### src/hw/rtl/apbu_pkg.sv
// Shared types and constants for the ARGB pixel blend unit.
package apbu_pkg;

	localparam int unsigned PIXEL_W = 32;
	localparam int unsigned CHAN_W = 8;
	localparam int unsigned REG_INDEX_W = 2;
	localparam logic [CHAN_W-1:0] FULL_LEVEL = 8'hFF;
	localparam logic [PIXEL_W-1:0] FILL_COLOR_RESET = 32'hFFFF_FFFF;
	localparam logic [CHAN_W-1:0] MASK_SCALE_RESET = 8'h01;

	typedef enum logic [1:0] {
		MODE_COPY = 2'd0,
		MODE_BLEND = 2'd1,
		MODE_MASK_BLEND = 2'd2,
		MODE_MASK_FILL = 2'd3
	} blend_mode_t;

	typedef enum logic [REG_INDEX_W-1:0] {
		REG_BLEND_MODE = 2'd0,
		REG_FILL_COLOR = 2'd1,
		REG_MASK_SCALE = 2'd2,
		REG_UNUSED = 2'd3
	} reg_index_t;

	typedef struct packed {
		blend_mode_t mode;
		logic [PIXEL_W-1:0] dest;
		logic [PIXEL_W-1:0] src;
		logic [CHAN_W-1:0] mask;
	} item_t;

endpackage

### src/hw/rtl/argb_pixel_blend_unit_core.sv
// Top level of the ARGB pixel blend unit: configuration registers and stage wiring.
//
// Usage: each input transfer (in_valid high, in_stall low) carries a destination
// pixel and a source value; each output transfer delivers one ARGB8888 pixel to
// write back, in input order.
// The configuration port writes blend_mode, fill_color and mask_scale at index 0,
// 1 and 2 on any edge with wr_en high. Write it only while no pixels are in flight.
// An input pixel passes through the front register, the queue and the back stages in order.
// Throughput is one pixel per cycle while out_stall stays low, set by the front
// register, a four-entry queue and two back stages that each take a pixel every cycle.
// When the receiver raises out_stall, the output register holds its pixel, the
// back stages and the queue fill, and in_stall rises once the front register
// can no longer hand its pixel to the queue.
// Reset clears all valid flags and the queue, and sets blend_mode to copy,
// fill_color to opaque white and mask_scale to one.
module argb_pixel_blend_unit_core (
	input  logic clk,
	input  logic arst_n,
	input  logic wr_en,
	input  logic [apbu_pkg::REG_INDEX_W-1:0] wr_index,
	input  logic [apbu_pkg::PIXEL_W-1:0] wr_data,
	input  logic in_valid,
	output logic in_stall,
	input  logic [apbu_pkg::PIXEL_W-1:0] dest_pixel,
	input  logic [apbu_pkg::PIXEL_W-1:0] source_value,
	output logic out_valid,
	input  logic out_stall,
	output logic [apbu_pkg::PIXEL_W-1:0] out_pixel
);

	apbu_pkg::blend_mode_t mode_q;
	logic [apbu_pkg::PIXEL_W-1:0] fill_color_q;
	logic [apbu_pkg::CHAN_W-1:0] mask_scale_q;
	logic push;
	logic pop;
	logic queue_full;
	logic not_empty;
	apbu_pkg::item_t push_item;
	apbu_pkg::item_t pop_item;

	always_ff @(posedge clk or negedge arst_n) begin
		if (!arst_n) begin
			mode_q <= apbu_pkg::MODE_COPY;
			fill_color_q <= apbu_pkg::FILL_COLOR_RESET;
			mask_scale_q <= apbu_pkg::MASK_SCALE_RESET;
		end else if (wr_en) begin
			unique case (apbu_pkg::reg_index_t'(wr_index))
				apbu_pkg::REG_BLEND_MODE: mode_q <= apbu_pkg::blend_mode_t'(wr_data[1:0]);
				apbu_pkg::REG_FILL_COLOR: fill_color_q <= wr_data;
				apbu_pkg::REG_MASK_SCALE: mask_scale_q <= wr_data[apbu_pkg::CHAN_W-1:0];
				default: mode_q <= mode_q;
			endcase
		end
	end

	apbu_front u_front (
		.clk(clk),
		.arst_n(arst_n),
		.in_valid(in_valid),
		.in_stall(in_stall),
		.dest_pixel(dest_pixel),
		.source_value(source_value),
		.mode(mode_q),
		.fill_color(fill_color_q),
		.mask_scale(mask_scale_q),
		.push(push),
		.push_item(push_item),
		.queue_full(queue_full)
	);

	apbu_fifo u_fifo (
		.clk(clk),
		.arst_n(arst_n),
		.push(push),
		.push_item(push_item),
		.full(queue_full),
		.pop(pop),
		.not_empty(not_empty),
		.pop_item(pop_item)
	);

	apbu_back u_back (
		.clk(clk),
		.arst_n(arst_n),
		.not_empty(not_empty),
		.pop_item(pop_item),
		.pop(pop),
		.out_valid(out_valid),
		.out_stall(out_stall),
		.out_pixel(out_pixel)
	);

endmodule

### src/hw/rtl/apbu_front.sv
// Front stage: accepts pixels, selects the source color and scales the mask level.
module apbu_front (
	input  logic clk,
	input  logic arst_n,
	input  logic in_valid,
	output logic in_stall,
	input  logic [apbu_pkg::PIXEL_W-1:0] dest_pixel,
	input  logic [apbu_pkg::PIXEL_W-1:0] source_value,
	input  apbu_pkg::blend_mode_t mode,
	input  logic [apbu_pkg::PIXEL_W-1:0] fill_color,
	input  logic [apbu_pkg::CHAN_W-1:0] mask_scale,
	output logic push,
	output apbu_pkg::item_t push_item,
	input  logic queue_full
);

	logic vld_s1;
	apbu_pkg::item_t item_s1;
	apbu_pkg::item_t item_d;
	logic [2*apbu_pkg::CHAN_W-1:0] mask_prod;
	logic adv;

	assign adv = !vld_s1 || !queue_full;
	assign in_stall = !adv;
	assign push = vld_s1 && !queue_full;
	assign push_item = item_s1;

	always_comb begin
		mask_prod = source_value[apbu_pkg::CHAN_W-1:0] * mask_scale;
		item_d.mode = mode;
		item_d.dest = dest_pixel;
		item_d.mask = (|mask_prod[2*apbu_pkg::CHAN_W-1:apbu_pkg::CHAN_W]) ?
			apbu_pkg::FULL_LEVEL : mask_prod[apbu_pkg::CHAN_W-1:0];
		unique case (mode)
			apbu_pkg::MODE_MASK_BLEND, apbu_pkg::MODE_MASK_FILL: item_d.src = fill_color;
			default: item_d.src = source_value;
		endcase
	end

	always_ff @(posedge clk or negedge arst_n) begin
		if (!arst_n) begin
			vld_s1 <= 1'b0;
		end else if (adv) begin
			vld_s1 <= in_valid;
		end
	end

	always_ff @(posedge clk) begin
		if (adv && in_valid) begin
			item_s1 <= item_d;
		end
	end

endmodule

### src/hw/rtl/apbu_fifo.sv
// Four-entry queue between the front and back stages.
module apbu_fifo (
	input  logic clk,
	input  logic arst_n,
	input  logic push,
	input  apbu_pkg::item_t push_item,
	output logic full,
	input  logic pop,
	output logic not_empty,
	output apbu_pkg::item_t pop_item
);

	localparam int unsigned DEPTH = 4;
	localparam int unsigned PTR_W = $clog2(DEPTH);

	apbu_pkg::item_t mem_q [DEPTH];
	logic [PTR_W-1:0] wr_ptr_q;
	logic [PTR_W-1:0] rd_ptr_q;
	logic [PTR_W:0] count_q;

	assign full = (count_q == (PTR_W+1)'(DEPTH));
	assign not_empty = (count_q != '0);
	assign pop_item = mem_q[rd_ptr_q];

	always_ff @(posedge clk) begin
		if (push) begin
			mem_q[wr_ptr_q] <= push_item;
		end
	end

	always_ff @(posedge clk or negedge arst_n) begin
		if (!arst_n) begin
			wr_ptr_q <= '0;
			rd_ptr_q <= '0;
			count_q <= '0;
		end else begin
			if (push) begin
				wr_ptr_q <= wr_ptr_q + 1'b1;
			end
			if (pop) begin
				rd_ptr_q <= rd_ptr_q + 1'b1;
			end
			unique case ({push, pop})
				2'b10: count_q <= count_q + 1'b1;
				2'b01: count_q <= count_q - 1'b1;
				default: count_q <= count_q;
			endcase
		end
	end

endmodule

### src/hw/rtl/apbu_back.sv
// Back stages: alpha rule, per-channel mix and the output register.
module apbu_back (
	input  logic clk,
	input  logic arst_n,
	input  logic not_empty,
	input  apbu_pkg::item_t pop_item,
	output logic pop,
	output logic out_valid,
	input  logic out_stall,
	output logic [apbu_pkg::PIXEL_W-1:0] out_pixel
);

	localparam int unsigned CW = apbu_pkg::CHAN_W;

	logic vld_s1;
	logic vld_s2;
	logic en1;
	logic en2;
	apbu_pkg::blend_mode_t mode_s1;
	logic [apbu_pkg::PIXEL_W-1:0] dest_s1;
	logic [apbu_pkg::PIXEL_W-1:0] src_s1;
	logic [CW-1:0] weight_s1;
	logic [CW-1:0] oalpha_s1;
	logic [CW-1:0] malpha_s1;
	logic [apbu_pkg::PIXEL_W-1:0] pixel_s2;

	logic [CW-1:0] da;
	logic [CW-1:0] sa;
	logic [CW-1:0] fa;
	logic [2*CW-1:0] ma_prod;
	logic [CW-1:0] ma;
	logic [CW:0] asum;
	logic [CW-1:0] weight_d;
	logic [CW-1:0] oalpha_d;
	logic [apbu_pkg::PIXEL_W-1:0] mixed;
	logic [apbu_pkg::PIXEL_W-1:0] pixel_d;

	function automatic logic [CW-1:0] mix_chan(input logic [CW-1:0] dc,
			input logic [CW-1:0] sc, input logic [CW-1:0] a);
		logic [2*CW:0] acc;
		acc = (2*CW+1)'(dc * (apbu_pkg::FULL_LEVEL - a)) + (2*CW+1)'(sc * a);
		return acc[2*CW-1:CW];
	endfunction

	assign en2 = !vld_s2 || !out_stall;
	assign en1 = !vld_s1 || en2;
	assign pop = not_empty && en1;
	assign out_valid = vld_s2;
	assign out_pixel = pixel_s2;

	always_comb begin
		da = pop_item.dest[apbu_pkg::PIXEL_W-1 -: CW];
		sa = pop_item.src[apbu_pkg::PIXEL_W-1 -: CW];
		fa = sa;
		ma_prod = pop_item.mask * fa;
		ma = ma_prod[2*CW-1:CW];
		weight_d = sa;
		asum = {1'b0, da} + {1'b0, sa};
		if (pop_item.mode == apbu_pkg::MODE_MASK_BLEND) begin
			asum = {1'b0, da} + {1'b0, ma};
			weight_d = (pop_item.mask == '0) ? '0 : ma;
		end
		if (da == '0) begin
			weight_d = apbu_pkg::FULL_LEVEL;
		end
		oalpha_d = asum[CW] ? apbu_pkg::FULL_LEVEL : asum[CW-1:0];
	end

	always_comb begin
		mixed[apbu_pkg::PIXEL_W-1 -: CW] = oalpha_s1;
		for (int i = 0; i < 3; i++) begin
			mixed[i*CW +: CW] = mix_chan(dest_s1[i*CW +: CW], src_s1[i*CW +: CW], weight_s1);
		end
		unique case (mode_s1)
			apbu_pkg::MODE_COPY: pixel_d = src_s1;
			apbu_pkg::MODE_MASK_FILL: pixel_d = {malpha_s1, src_s1[apbu_pkg::PIXEL_W-CW-1:0]};
			default: pixel_d = mixed;
		endcase
	end

	always_ff @(posedge clk or negedge arst_n) begin
		if (!arst_n) begin
			vld_s1 <= 1'b0;
			vld_s2 <= 1'b0;
		end else begin
			if (en1) begin
				vld_s1 <= not_empty;
			end
			if (en2) begin
				vld_s2 <= vld_s1;
			end
		end
	end

	always_ff @(posedge clk) begin
		if (pop) begin
			mode_s1 <= pop_item.mode;
			dest_s1 <= pop_item.dest;
			src_s1 <= pop_item.src;
			weight_s1 <= weight_d;
			oalpha_s1 <= oalpha_d;
			malpha_s1 <= ma;
		end
		if (en2 && vld_s1) begin
			pixel_s2 <= pixel_d;
		end
	end

endmodule
### config.mk
export PLATFORM = sky130hd
export DESIGN_NAME = argb_pixel_blend_unit_core
export DESIGN_NICKNAME = d
export VERILOG_FILES = /design/src/hw/rtl/apbu_pkg.sv /design/src/hw/rtl/argb_pixel_blend_unit_core.sv /design/src/hw/rtl/apbu_front.sv /design/src/hw/rtl/apbu_fifo.sv /design/src/hw/rtl/apbu_back.sv
export SDC_FILE = /design/constraint.sdc
export NUM_CORES = 1
export LEC_CHECK = 0
export BUFFER_PORTS_ARGS = -buffer_cell sky130_fd_sc_hd__buf_4
export CAP_MARGIN = 15
export CORE_AREA = 2 2 291 293
export DETAILED_ROUTE_END_ITERATION = 10
export DIE_AREA = 0 0 293 295
export PLACE_DENSITY_LB_ADDON = 0.3
export SETUP_SLACK_MARGIN = 0.5
export SYNTH_ARGS = -nofsm -noshare
export SYNTH_HDL_FRONTEND = slang
export SYNTH_SLANG_ARGS = --single-unit
### constraint.sdc
create_clock -name clk -period 6.8 [get_ports clk]
set_clock_uncertainty 0.05 [all_clocks]
set_input_delay 0.68 -clock clk [delete_from_list [all_inputs] [get_ports clk]]
set_output_delay 0.68 -clock clk [all_outputs]
set_load 0.01 [all_outputs]
==> summary.md <==
| Metric | Value |
|---|---|
| Slew headroom | `34.3%` |
| GR Layer Usage met3 | `between 2 and 2.5%` |
| Clk slew on worst S/H paths | `0.06 ns` |
| HPWL after DPL | `between 50000 and 60000 um` |
| Fmax | `155 MHz` |
| Post-Syn Nets | `3446` |
| Setup Total Neg Slack | `0 ns` |
| Mapped Area | `between 30000 and 40000 um2` |
| Simple-gate share of the synthesized area | `between 10% and 20%` |
| Final setup fails | `0` |
| Initial antenna violation count | `3` |
| CTS tree | `done` |
| Via density | `between 5 and 6` |
| Outcome | `finished clean` |
| DR iter-0 viols | `~1400` |
| Critical path class | `reg2reg` |
| Share of the synthesized area in the top cell type | `40.0%` |
| DRC violations left | `0` |
| Asr flop ratio synth | `9.70%` |
| Mux contribution to synthesized area | `6.91%` |
| GR Overflow Total | `0` |
| Core ar. | `83200 um2` |
| Die ar. | `between 80000 and 90000 um2` |
| Die X | `between 200 and 300 um` |
| Clk_lat worst skew | `0.63 ns` |
| Nets@finish | `about 3700` |
| # IOs | `137` |
| Tmin final | `6.45 ns` |
| H-tree levels | `2` |
| Number of cell rows | `about 110` |
| Complex-gate fraction of the synthesized area | `3.18%` |
| # diodes | `0` |
| Distinct cells, synth | `61` |
| Synth Area in Adders | `just under 30%` |
| Top cells by count, synth | `inv_1 (494), edfxtp_1 (484), fa_1 (358)` |
| Die H | `~300 um` |
| Largest net degree at the start of global routing | `68` |
| Largest family of logic cells by synthesized area | `adder cells` |
| CP arrival | `about 6.8 ns` |
| Slew Limit Fails | `0` |
| Grt met2 use | `31.5%` |
| Setup crit start kind | `register` |
| First-pass GRT wire length | `126000 um` |
| Vias in the first global route | `around 23000` |
| Dominant synthesized flop cell | `edfxtp_1` |
| Grt peak-use layer | `met2` |
| Hold Crit Class | `in2async` |
| Initial Util | `43.7%` |
| TritonCTS sink count | `536` |
| Max-cap violations | `0` |
| Largest fanout on the critical path | `8` |
| Antenna-violating nets left | `0` |
| Post-synth EDFFs | `slightly below 500` |
| Synth area leader | `edfxtp_1` |
| Synth Area in XOR/XNOR | `between 1 and 1.5%` |
| Top-count cell post-synth | `inv_1` |
| Critical path required time | `7.11 ns` |
| Final hold vios | `0` |
| RSZ-0062 raised after global routing | `yes` |
| Post-Route WL | `78300 um` |
| Fin crit share | `about 95%` |
| Root Driver | `clkbuf_16` |
| Post-synthesis cell count | `approximately 2700` |
| Least-Margin Pin Slew | `0.986 ns` |
| Ys Warns | `0` |
| Share of layout cells above drive strength 1 | `about a fifth` |
| Top cells by area, synth | `edfxtp_1 (40%), fa_1 (20%), ha_1 (9.1%)` |
| Global placer's final weighted congestion | `just under 0.9` |
| CP Capture Type | `register` |
| Global Route met1 Usage | `approximately 25%` |
| GRT Util Overall | `18.5%` |
| Via count | `20852` |
| Seq cells post-synth | `536` |
| Syn avg cell area | `13.3 um2` |
| Max clock buf depth | `3` |
| Hold buffers post-CTS | `0` |
| Area delta synth->final | `14.4%` |
| Wire per inst | `19.2 um` |
| Num CTS Buffers | `57` |
| Router iterations before antenna repair | `5` |
| Register area share after synthesis | `43.7%` |
| Port-buffer cells | `136` |
| R2r worst-path depth | `26` |
## stage by stage
stage               cell area (um2)  hold slack (ns)  instances  util [%]  setup slack, ns
finish                        41500           0.0735       4074      50.0            0.348
global route                  41500            0.108       4074      50.0           0.0874
CTS                           41000           0.0812       4036      49.3            0.422
detailed placement            38800            0.402       3903      46.6            0.183
global placement              38800            0.397       3903      46.6            0.307
floorplan                     36400            0.334       2721         -            0.514
## kinds of logic (layout without fill, tap and decap cells)
| group | count (synthesis) | after routing |
|---|---|---|
| multiplexers | 149 | 149 |
| flip-flops | 536 | 536 |
| buffers and inverters | 569 | 842 |
| XOR/XNOR | 52 | 52 |
| adder cells (fa/ha/maj) | 622 | 622 |
| AO/OA/AOI/OAI | 167 | 167 |
| AND/OR/NAND/NOR | 626 | 626 |
## metal layers
layer | part of all wire, % | vias to the layer above
met5 | 0 | -
met4 | 2.1 | 0
met3 | 4.1 | 109
met2 | 49 | 448
met1 | 45 | 10821
li1 | - | 9474
## cell type report
| class | instances | area [um2] |
|---|---|---|
| fill | 6920 | 41600 |
| multi-input combinational | 1616 | 18500 |
| inverter | 494 | 1850 |
| tap | 1080 | 1350 |
| sequential | 536 | 15900 |
| timing repair buffer | 241 | 1950 |
| clock buffer | 67 | 1470 |
| clock inverter | 40 | 498 |
## what timing repair did
item                       CTS  global route
pin swaps                    4            43
setup endpoints to repair   15            23
gates resized for setup      7            43
buffers inserted            26            38
gates cloned                 0             0
## worst max-delay path: stages, from the launching register on
cell and delay [ns]:
dfrtp_4 0.45, buf_12 0.14, mux4_2 0.58, buf_4 0.18, and2_1 0.16, fa_1 0.59, fa_1 0.45, fa_1 0.49
inv_1 0.05, fa_1 0.49, inv_2 0.05, ha_4 0.27, nor2_2 0.04, a21oi_2 0.11, buf_6 0.14, a31oi_4 0.10
xnor2_2 0.20, o21ai_1 0.09, ha_1 0.37, nor2b_4 0.15, o21ai_2 0.13, a21boi_1 0.10, o21ai_1 0.14, nand2b_1 0.09
a21o_1 0.22, a21oi_4 0.23, o21ai_1 0.11
## layout by cell type, fill, tap and decap left out, types with 8 or more instances in the layout
cell type  count
inv_1        492
edfxtp_1     484
fa_1         356
ha_1         258
and2_1       254
buf_4        222
nand2b_1     108
nor2b_1       92
nand2_1       88
mux4_2        74
mux2_2        74
clkbuf_16     57
xnor2_1       34
dfstp_2       33
a21oi_1       23
a22o_1        22
o21ai_0       22
a21o_1        18
nor2_1        17
o21ai_1       16
dfrtp_1       16
o211ai_1      15
xor2_1        13
buf_6         11
nor3_1        10
nand3_1        9
clkbuf_1       9
a22oi_1        8
and2_4         8
clkinv_2       8
bufinv_16      8
buf_12         8
## path summary, 6_finish.rpt
path                       slack [ns]                           endpoint                      startpoint
min reg2reg                      0.42    u_front.push_item[72]$_DFFE_PP_           mode_q[0]$_DFFE_PN0P_
max in group asynchronous        6.01     u_fifo.rd_ptr_q[0]$_DFFE_PN0P_                          arst_n
min in group clk                 0.17    u_front.push_item[66]$_DFFE_PP_                  dest_pixel[26]
max                              0.35  u_back.oalpha_s1[2]$_SDFFCE_PP1P_  u_fifo.rd_ptr_q[0]$_DFFE_PN0P_
max reg2reg                      0.35  u_back.oalpha_s1[2]$_SDFFCE_PP1P_  u_fifo.rd_ptr_q[0]$_DFFE_PN0P_
min                              0.07       u_back.out_valid$_DFFE_PN0P_                          arst_n
## registers in the layout, summed over array words and instances (netlist names), 3 cells and up
name	count
u_back.weight_s1	8
u_fifo.mem_q	296
u_back.malpha_s1	8
u_back.out_pixel	32
fill_color_q	32
u_back.src_s1	32
u_fifo.count_q	3
u_back.dest_s1	24
u_back.oalpha_s1	8
u_front.push_item	74
mask_scale_q	8
Power is not shown: default switching activity piles up to over one toggle a cycle in this logic, so the estimate is an artifact.
